File: src/hdl/xbm_hex_bitmap_decoder_macros.svh
// Assertion macros shared by the XBM decoder RTL.
`ifndef XBM_HEX_BITMAP_DECODER_MACROS_SVH
`define XBM_HEX_BITMAP_DECODER_MACROS_SVH

// Same-cycle implication, checked while out of reset.
`define XBM_ASSERT_IMP(label, clk, rstn, ante, cons) \
    label: assert property (@(posedge clk) disable iff (!(rstn)) (ante) |-> (cons)) \
        else $error("xbm decoder: same-cycle check failed");

// Next-cycle implication, checked while out of reset.
`define XBM_ASSERT_NXT(label, clk, rstn, ante, cons) \
    label: assert property (@(posedge clk) disable iff (!(rstn)) (ante) |=> (cons)) \
        else $error("xbm decoder: next-cycle check failed");

`endif

File: src/hdl/xbm_pkg.sv
// Shared types, constants and helpers of the XBM hex bitmap decoder.
package xbm_pkg;

    localparam int DIM_W      = 15;
    localparam int COL_W      = 12;
    localparam int COUNT_W    = 4;
    localparam int STATUS_W   = 2;
    localparam int CFG_IDX_W  = 2;
    localparam int OUT_DATA_W = 40;

    localparam logic [DIM_W-1:0] MAX_DIM = 15'd32767;

    localparam logic [CFG_IDX_W-1:0] REG_IMAGE_WIDTH  = 2'd0;
    localparam logic [CFG_IDX_W-1:0] REG_IMAGE_HEIGHT = 2'd1;

    localparam logic [7:0] CHAR_ZERO = 8'h30;
    localparam logic [7:0] CHAR_X    = 8'h78;

    typedef enum logic [STATUS_W-1:0] {
        ST_OK        = 2'd0,
        ST_BAD_DIGIT = 2'd1,
        ST_EARLY_END = 2'd2
    } status_t;

    typedef enum logic [3:0] {
        PH_ZERO = 4'b0001,
        PH_X    = 4'b0010,
        PH_HIGH = 4'b0100,
        PH_LOW  = 4'b1000
    } phase_t;

    typedef struct packed {
        logic       ok;
        logic [3:0] value;
    } hex_t;

    // Pixel slice of one completed byte plus row/column bookkeeping.
    typedef struct packed {
        logic [7:0]         bits;
        logic [COUNT_W-1:0] count;
        logic               last_col;
        logic               done;
    } pix_info_t;

    function automatic hex_t hex_decode(input logic [7:0] c);
        hex_t h;
        h.ok    = 1'b1;
        h.value = 4'd0;
        if (c >= 8'h30 && c <= 8'h39) begin
            h.value = c[3:0];
        end else if ((c >= 8'h61 && c <= 8'h66) || (c >= 8'h41 && c <= 8'h46)) begin
            h.value = c[3:0] + 4'd9;
        end else begin
            h.ok = 1'b0;
        end
        return h;
    endfunction

    function automatic logic [DIM_W-1:0] clamp_dim(input logic [DIM_W-1:0] v);
        logic [DIM_W-1:0] r;
        r = v;
        if (v == '0) begin
            r = {{(DIM_W-1){1'b0}}, 1'b1};
        end else if (v > MAX_DIM) begin
            r = MAX_DIM;
        end
        return r;
    endfunction

endpackage

File: src/hdl/xbm_pixel_calc.sv
// Pixel slice, padding mask and end-of-row/end-of-image detection for one byte.
module xbm_pixel_calc (
    input  logic [xbm_pkg::DIM_W-1:0] image_width,
    input  logic [xbm_pkg::DIM_W-1:0] image_height,
    input  logic [xbm_pkg::COL_W-1:0] byte_column,
    input  logic [xbm_pkg::DIM_W-1:0] current_row,
    input  logic [7:0]                byte_value,
    output xbm_pkg::pix_info_t        info
);
    import xbm_pkg::*;

    logic [DIM_W-1:0]   width_eff;
    logic [DIM_W-1:0]   height_eff;
    logic [DIM_W:0]     width_plus;
    logic [COL_W:0]     row_bytes;
    logic [DIM_W-1:0]   first_pixel;
    logic [DIM_W-1:0]   remain;
    logic [COUNT_W-1:0] count;
    logic [8:0]         mask;

    always_comb begin
        width_eff   = clamp_dim(image_width);
        height_eff  = clamp_dim(image_height);
        width_plus  = {1'b0, width_eff} + 16'd7;
        row_bytes   = width_plus[DIM_W:3];
        first_pixel = {byte_column, 3'b000};
        remain      = (width_eff > first_pixel) ? (width_eff - first_pixel) : '0;
        count       = (remain > 15'd8) ? 4'd8 : remain[COUNT_W-1:0];
        mask        = (9'd1 << count) - 9'd1;

        info.bits     = byte_value & mask[7:0];
        info.count    = count;
        info.last_col = ({1'b0, byte_column} + 13'd1) >= row_bytes;
        info.done     = info.last_col && (({1'b0, current_row} + 16'd1) >= {1'b0, height_eff});
    end

endmodule

File: src/hdl/xbm_hex_bitmap_decoder.sv
// Top level of the XBM hex bitmap decoder: text scan, byte assembly and result output.
//
//   channel  dir  handshake           payload
//   s_       in   s_tvalid/s_tready   tdata: text_char; tuser: end_of_text
//   m_       out  m_tvalid/m_tready   tdata: pixel bits/count/row/column; tlast; tuser: status
//   cfg_     in   cfg_wr_en           cfg_index, cfg_wr_data (write only)
//
// One character per cycle sustained while m_tready holds; an item passes through the
// character register and then the result register, which drives m_.
// The character register and the result register each hold one item; a stall
// on m_tready backs up through both before s_tready drops.
// aresetn is synchronous, active low; it clears scan state, sizes (to 1) and valids.
// After an error result or the final byte the block swallows all input until reset.
module xbm_hex_bitmap_decoder (
    input  logic                               aclk,
    input  logic                               aresetn,
    // configuration write port
    input  logic                               cfg_wr_en,
    input  logic [xbm_pkg::CFG_IDX_W-1:0]      cfg_index,
    input  logic [xbm_pkg::DIM_W-1:0]          cfg_wr_data,
    // text input
    input  logic                               s_tvalid,
    output logic                               s_tready,
    input  logic [7:0]                         s_tdata,   // [7:0] text_char
    input  logic                               s_tuser,   // [0] end_of_text
    // pixel results
    output logic                               m_tvalid,
    input  logic                               m_tready,
    // [7:0] pixel_bits, [11:8] pixel_count, [26:12] row_index,
    // [38:27] column_byte, [39] zero fill
    output logic [xbm_pkg::OUT_DATA_W-1:0]     m_tdata,
    output logic                               m_tlast,   // image_done
    output logic [xbm_pkg::STATUS_W-1:0]       m_tuser    // [1:0] status
);
    import xbm_pkg::*;

    // configuration
    logic [DIM_W-1:0] width_reg;
    logic [DIM_W-1:0] height_reg;

    // input register
    logic       in_valid_reg;
    logic [7:0] char_reg;
    logic       eot_reg;

    // scan state
    phase_t           phase_reg,   phase_next;
    logic [3:0]       nibble_reg,  nibble_next;
    logic [COL_W-1:0] column_reg,  column_next;
    logic [DIM_W-1:0] row_reg,     row_next;
    logic             stopped_reg, stopped_next;

    // result register
    logic               out_valid_reg, out_valid_next;
    logic [7:0]         out_bits_reg,  out_bits_next;
    logic [COUNT_W-1:0] out_count_reg, out_count_next;
    logic [DIM_W-1:0]   out_row_reg,   out_row_next;
    logic [COL_W-1:0]   out_col_reg,   out_col_next;
    logic               out_done_reg,  out_done_next;
    status_t            out_status_reg, out_status_next;

    logic      advance;
    logic      process;
    hex_t      digit;
    pix_info_t pix;

    // Result register can take a new item when empty or being drained.
    assign advance  = !out_valid_reg || m_tready;
    assign s_tready = !in_valid_reg || advance;
    assign process  = in_valid_reg && advance && !stopped_reg;
    assign digit    = hex_decode(char_reg);

    xbm_pixel_calc u_pixel_calc (
        .image_width  (width_reg),
        .image_height (height_reg),
        .byte_column  (column_reg),
        .current_row  (row_reg),
        .byte_value   ({nibble_reg, digit.value}),
        .info         (pix)
    );

    always_ff @(posedge aclk) begin
        if (!aresetn) begin
            width_reg  <= 15'd1;
            height_reg <= 15'd1;
        end else if (cfg_wr_en) begin
            case (cfg_index)
                REG_IMAGE_WIDTH:  width_reg  <= cfg_wr_data;
                REG_IMAGE_HEIGHT: height_reg <= cfg_wr_data;
                default: ;  // drop writes to unknown registers
            endcase
        end
    end

    // Character register: load on every accepted item.
    always_ff @(posedge aclk) begin
        if (!aresetn) begin
            in_valid_reg <= 1'b0;
        end else if (s_tready) begin
            in_valid_reg <= s_tvalid;
        end
        if (s_tvalid && s_tready) begin
            char_reg <= s_tdata;
            eot_reg  <= s_tuser;
        end
    end

    always_comb begin
        phase_next      = phase_reg;
        nibble_next     = nibble_reg;
        column_next     = column_reg;
        row_next        = row_reg;
        stopped_next    = stopped_reg;
        out_valid_next  = advance ? 1'b0 : out_valid_reg;
        out_bits_next   = out_bits_reg;
        out_count_next  = out_count_reg;
        out_row_next    = out_row_reg;
        out_col_next    = out_col_reg;
        out_done_next   = out_done_reg;
        out_status_next = out_status_reg;

        if (process) begin
            // Error results carry the current position and no pixels.
            out_bits_next   = '0;
            out_count_next  = '0;
            out_row_next    = row_reg;
            out_col_next    = column_reg;
            out_done_next   = 1'b0;
            if (eot_reg) begin
                out_valid_next  = 1'b1;
                out_status_next = ST_EARLY_END;
                stopped_next    = 1'b1;
            end else begin
                case (phase_reg)
                    PH_ZERO: begin
                        if (char_reg == CHAR_ZERO) begin
                            phase_next = PH_X;
                        end
                    end
                    PH_X: begin
                        // a repeated '0' keeps waiting for the 'x'
                        if (char_reg == CHAR_X) begin
                            phase_next = PH_HIGH;
                        end else if (char_reg != CHAR_ZERO) begin
                            phase_next = PH_ZERO;
                        end
                    end
                    PH_HIGH: begin
                        if (!digit.ok) begin
                            out_valid_next  = 1'b1;
                            out_status_next = ST_BAD_DIGIT;
                            stopped_next    = 1'b1;
                        end else begin
                            nibble_next = digit.value;
                            phase_next  = PH_LOW;
                        end
                    end
                    PH_LOW: begin
                        out_valid_next = 1'b1;
                        if (!digit.ok) begin
                            out_status_next = ST_BAD_DIGIT;
                            stopped_next    = 1'b1;
                        end else begin
                            phase_next      = PH_ZERO;
                            out_bits_next   = pix.bits;
                            out_count_next  = pix.count;
                            out_done_next   = pix.done;
                            out_status_next = ST_OK;
                            // advance column, wrap to next row, or stop at image end
                            if (pix.done) begin
                                stopped_next = 1'b1;
                            end else if (pix.last_col) begin
                                column_next = '0;
                                row_next    = row_reg + 15'd1;
                            end else begin
                                column_next = column_reg + 12'd1;
                            end
                        end
                    end
                    default: begin
                        phase_next = PH_ZERO;
                    end
                endcase
            end
        end
    end

    always_ff @(posedge aclk) begin
        if (!aresetn) begin
            phase_reg     <= PH_ZERO;
            nibble_reg    <= '0;
            column_reg    <= '0;
            row_reg       <= '0;
            stopped_reg   <= 1'b0;
            out_valid_reg <= 1'b0;
        end else begin
            phase_reg     <= phase_next;
            nibble_reg    <= nibble_next;
            column_reg    <= column_next;
            row_reg       <= row_next;
            stopped_reg   <= stopped_next;
            out_valid_reg <= out_valid_next;
        end
        out_bits_reg   <= out_bits_next;
        out_count_reg  <= out_count_next;
        out_row_reg    <= out_row_next;
        out_col_reg    <= out_col_next;
        out_done_reg   <= out_done_next;
        out_status_reg <= out_status_next;
    end

    assign m_tvalid = out_valid_reg;
    assign m_tdata  = {1'b0, out_col_reg, out_row_reg, out_count_reg, out_bits_reg};
    assign m_tlast  = out_done_reg;
    assign m_tuser  = out_status_reg;

    `include "xbm_hex_bitmap_decoder_macros.svh"

    // error results carry no pixels and never flag image end
    `XBM_ASSERT_IMP(a_err_empty, aclk, aresetn, m_tvalid && (m_tuser != ST_OK), (m_tdata[11:8] == 4'd0) && !m_tlast)
    // an error or final byte on the output means the scanner has stopped
    `XBM_ASSERT_IMP(a_stop_set, aclk, aresetn, m_tvalid && (m_tlast || (m_tuser != ST_OK)), stopped_reg)
    // once stopped and drained, no further result appears
    `XBM_ASSERT_NXT(a_stop_quiet, aclk, aresetn, stopped_reg && (!m_tvalid || m_tready), !m_tvalid)
    // pixel count never exceeds one byte
    `XBM_ASSERT_IMP(a_count_range, aclk, aresetn, m_tvalid, m_tdata[11:8] <= 4'd8)

endmodule
File: config.mk
export PLATFORM = sky130hd
export DESIGN_NAME = xbm_hex_bitmap_decoder
export DESIGN_NICKNAME = d
export VERILOG_FILES = /design/src/hdl/xbm_pkg.sv /design/src/hdl/xbm_pixel_calc.sv /design/src/hdl/xbm_hex_bitmap_decoder.sv
export VERILOG_INCLUDE_DIRS = /design/src /design/src/hdl
export SDC_FILE = /design/constraint.sdc
export NUM_CORES = 1
export LEC_CHECK = 0
export ABC_AREA = 1
export BUFFER_PORTS_ARGS = -buffer_cell sky130_fd_sc_hd__buf_2
export CAP_MARGIN = 20
export CORE_ASPECT_RATIO = 1.75
export CORE_MARGIN = 4
export CORE_UTILIZATION = 45
export CTS_CLUSTER_DIAMETER = 50
export CTS_CLUSTER_SIZE = 30
export DETAILED_ROUTE_END_ITERATION = 8
export PLACE_DENSITY_LB_ADDON = 0.2
export SYNTH_ARGS = -nofsm -noshare
export SYNTH_HDL_FRONTEND = slang
export SYNTH_SLANG_ARGS = --single-unit
File: constraint.sdc
create_clock -name aclk -period 7.6 [get_ports aclk]
set_input_delay 0.38 -clock aclk [delete_from_list [all_inputs] [get_ports aclk]]
set_output_delay 0.38 -clock aclk [all_outputs]
set_load 0.01 [all_outputs]
==> flow_summary.json <==
{
  "status": "finished, final reports clean",
  "placedCellCount": 1144,
  "leakage_nw": 3.85,
  "cts.clk_slew.worst_paths_ns": 0.06,
  "cts-root-buf": "clkbuf_16",
  "fin_skew_ns": 0.0123,
  "wire_per_inst_um": 14.3,
  "period_share": 0.525,
  "async_flop_share": 0,
  "path_class": "reg2reg",
  "routed-via-count": 5934,
  "num_antenna_cells": 0,
  "area_delta_synth_final_pct": 15.4,
  "fin_crit_ns": 3.99,
  "layout.nets": 1058,
  "layout_common_cells": "nand2_1, inv_1, nor2_1",
  "fin_total_pwr_w": 0.00170,
  "cts_sinks": 119,
  "maxSlewViolCount": 0,
  "stdcell_count": 1176,
  "pin_count": 76,
  "synth-edff-count": 51,
  "ys_seq_elements": 119,
  "grt_pass1_wl_um": 27800,
  "drv_cap": 0,
  "postSynthCellCount": 916,
  "routed.top_layer": "met4",
  "ctsResizeCount": 0,
  "hold_ws_ns": 0.142,
  "die_h_um": 172,
  "core_area_mm2": 0.0150,
  "finalSetupTns_ns": 0,
  "start_util": 0.461,
  "holdPathStages": 1,
  "antenna_found_initial": 0,
  "rows": 59,
  "wl_met1_um": 6380,
  "cp.arrival_ns": 4.34,
  "syn_area_per_cell_um2": 7.54,
  "drive_above_1_share": 0.132,
  "ir_drop_mv": 0.146,
  "die_x_um": 102,
  "netlist_area_mm2": 0.00690,
  "synth-main-ff-cell": "dfxtp_1",
  "cp_max_fo": 14,
  "postCtsSetupBuffers": 0,
  "met3WireLength_um": 478,
  "setup_viol": 0,
  "clk_path_buf_depth": 2,
  "fmax_mhz": 251,
  "worst_slack_ns": 3.61,
  "dp_slack_ns": 3.69,
  "hpwl_um": 13000,
  "hold_buffers": 0,
  "cp-start-kind": "flop",
  "cp.required_ns": 7.95,
  "final_common_cell": "nand2_1",
  "min_path_type": "in2reg",
  "grt_usage": 0.204,
  "synth-seq-area-share": 0.419,
  "slew_headroom": 0.381,
  "routed_wl_um": 16800,
  "powerDensity_mw_per_mm2": 214,
  "rr_worst_depth": 18,
  "vias_per_cell": 5.05,
  "grt_max_degree": 56,
  "cts_tree": "built",
  "routed-wl-met2_um": 9280,
  "io_buffer_count": 74,
  "endpoint_kind": "flop",
  "postRouteAntennaNets": 0,
  "hold_viol": 0,
  "htreeDepth": 4,
  "overflow": 0,
  "grt_pass1_vias": 5991,
  "syn_nets": 994,
  "gp_congestion": 0.895,
  "rsz0062_at_grt": "false",
  "insertion_delay_ns": 0.41,
  "worst_pin_slew_ns": 0.925,
  "firstDrtPassIters": 4,
  "ys.warnings.count": 0,
  "drc": 0,
  "synthDistinctLibCells": 41,
  "cts_buffers": 17,
  "die-area_mm2": 0.0175,
  "drt-initial-drc-count": 242
}
-- worst paths after layout --
check	from	to	slack [ns]
max	column_reg[0]$_SDFFE_PN0P_	column_reg[11]$_SDFFE_PN0P_	3.61
min	s_tdata[1]	char_reg[1]$_DFFE_PP_	0.14
max reg2reg	column_reg[0]$_SDFFE_PN0P_	column_reg[11]$_SDFFE_PN0P_	3.61
min reg2reg	row_reg[5]$_SDFFE_PN0P_	out_row_reg[5]$_DFFE_PP_	0.45
-- Yosys cell counts (2+ instances only) --
library cell	n	area share
nand3_2	2	0.0029
nand2_1	195	0.11
o31ai_1	2	0.0022
nor3_1	14	0.010
nor3_2	3	0.0044
nor2_1	111	0.060
a211oi_1	2	0.0022
o21bai_1	3	0.0033
clkbuf_1	22	0.012
nand3_1	40	0.029
inv_1	140	0.076
nand4_1	33	0.030
buf_2	8	0.0058
xor2_1	25	0.032
ha_1	46	0.083
clkinv_1	4	0.0022
a21oi_1	62	0.045
o211ai_1	3	0.0033
nor4_1	7	0.0063
dfxtp_1	68	0.20
nand2_2	2	0.0018
nand3b_1	2	0.0022
o21ai_0	41	0.030
inv_2	11	0.0060
o21ai_1	3	0.0022
nor2_2	2	0.0018
edfxtp_1	51	0.22
-- kinds of logic after synthesis --
logic type,count (synthesis),synth area share
DFF,119,0.419
other,1,0.000543
buffers and inverters,187,0.105
xor gates and xnor gates,26,0.0330
adders and majority gates,47,0.0863
and+or+nand+nor,413,0.258
AOI/OAI and AO/OA,123,0.0982
-- critical path, stage by stage, from the launching register on --
cell     delay [ns]
dfxtp_1        0.43
inv_1          0.11
nor3_1         0.52
nand3_1        0.21
nor2_1         0.17
nand4_1        0.18
nor3_1         0.25
xor2_1         0.23
inv_1          0.07
ha_1           0.30
nand2_1        0.09
o21ai_0        0.10
a21oi_1        0.12
nand3_1        0.24
o21ai_4        0.25
nand3_2        0.34
nand2_1        0.15
nand2_1        0.06
nor2_1         0.11
-- through the flow --
stage               cell area [µm²]   util
finish                         7960  0.531
floorplan                      6900      -
CTS                            7960  0.531
global route                   7960  0.531
global placement               7380  0.493
detailed placement             7380  0.493
-- metal layers --
layer  GRT usage  vias to the layer above
met5           0                        -
li1            -                     3088
met4      0.0978                        0
met3      0.0345                       41
met2       0.385                      105
met1       0.214                     2700
-- power breakdown --
group / leakage (nW) / switching, W / total [W] / internal, W
Sequential: 1.04 / 0.0000118 / 0.000699 / 0.000688
Clock: 0.277 / 0.000283 / 0.000789 / 0.000505
Combinational: 2.53 / 0.000145 / 0.000216 / 0.0000713
Total: 3.85 / 0.000440 / 0.00170 / 0.00126
-- cell type report --
class / count / area (µm²)
Tap cell: 183 / 229
Fill cell: 1485 / 7020
Multi-Input combinational cell: 610 / 3290
Timing Repair Buffer: 77 / 393
Clock buffer: 23 / 478
Inverter: 155 / 582
Sequential cell: 119 / 2890
Clock inverter: 9 / 101
(Power assumes the default switching activity.)
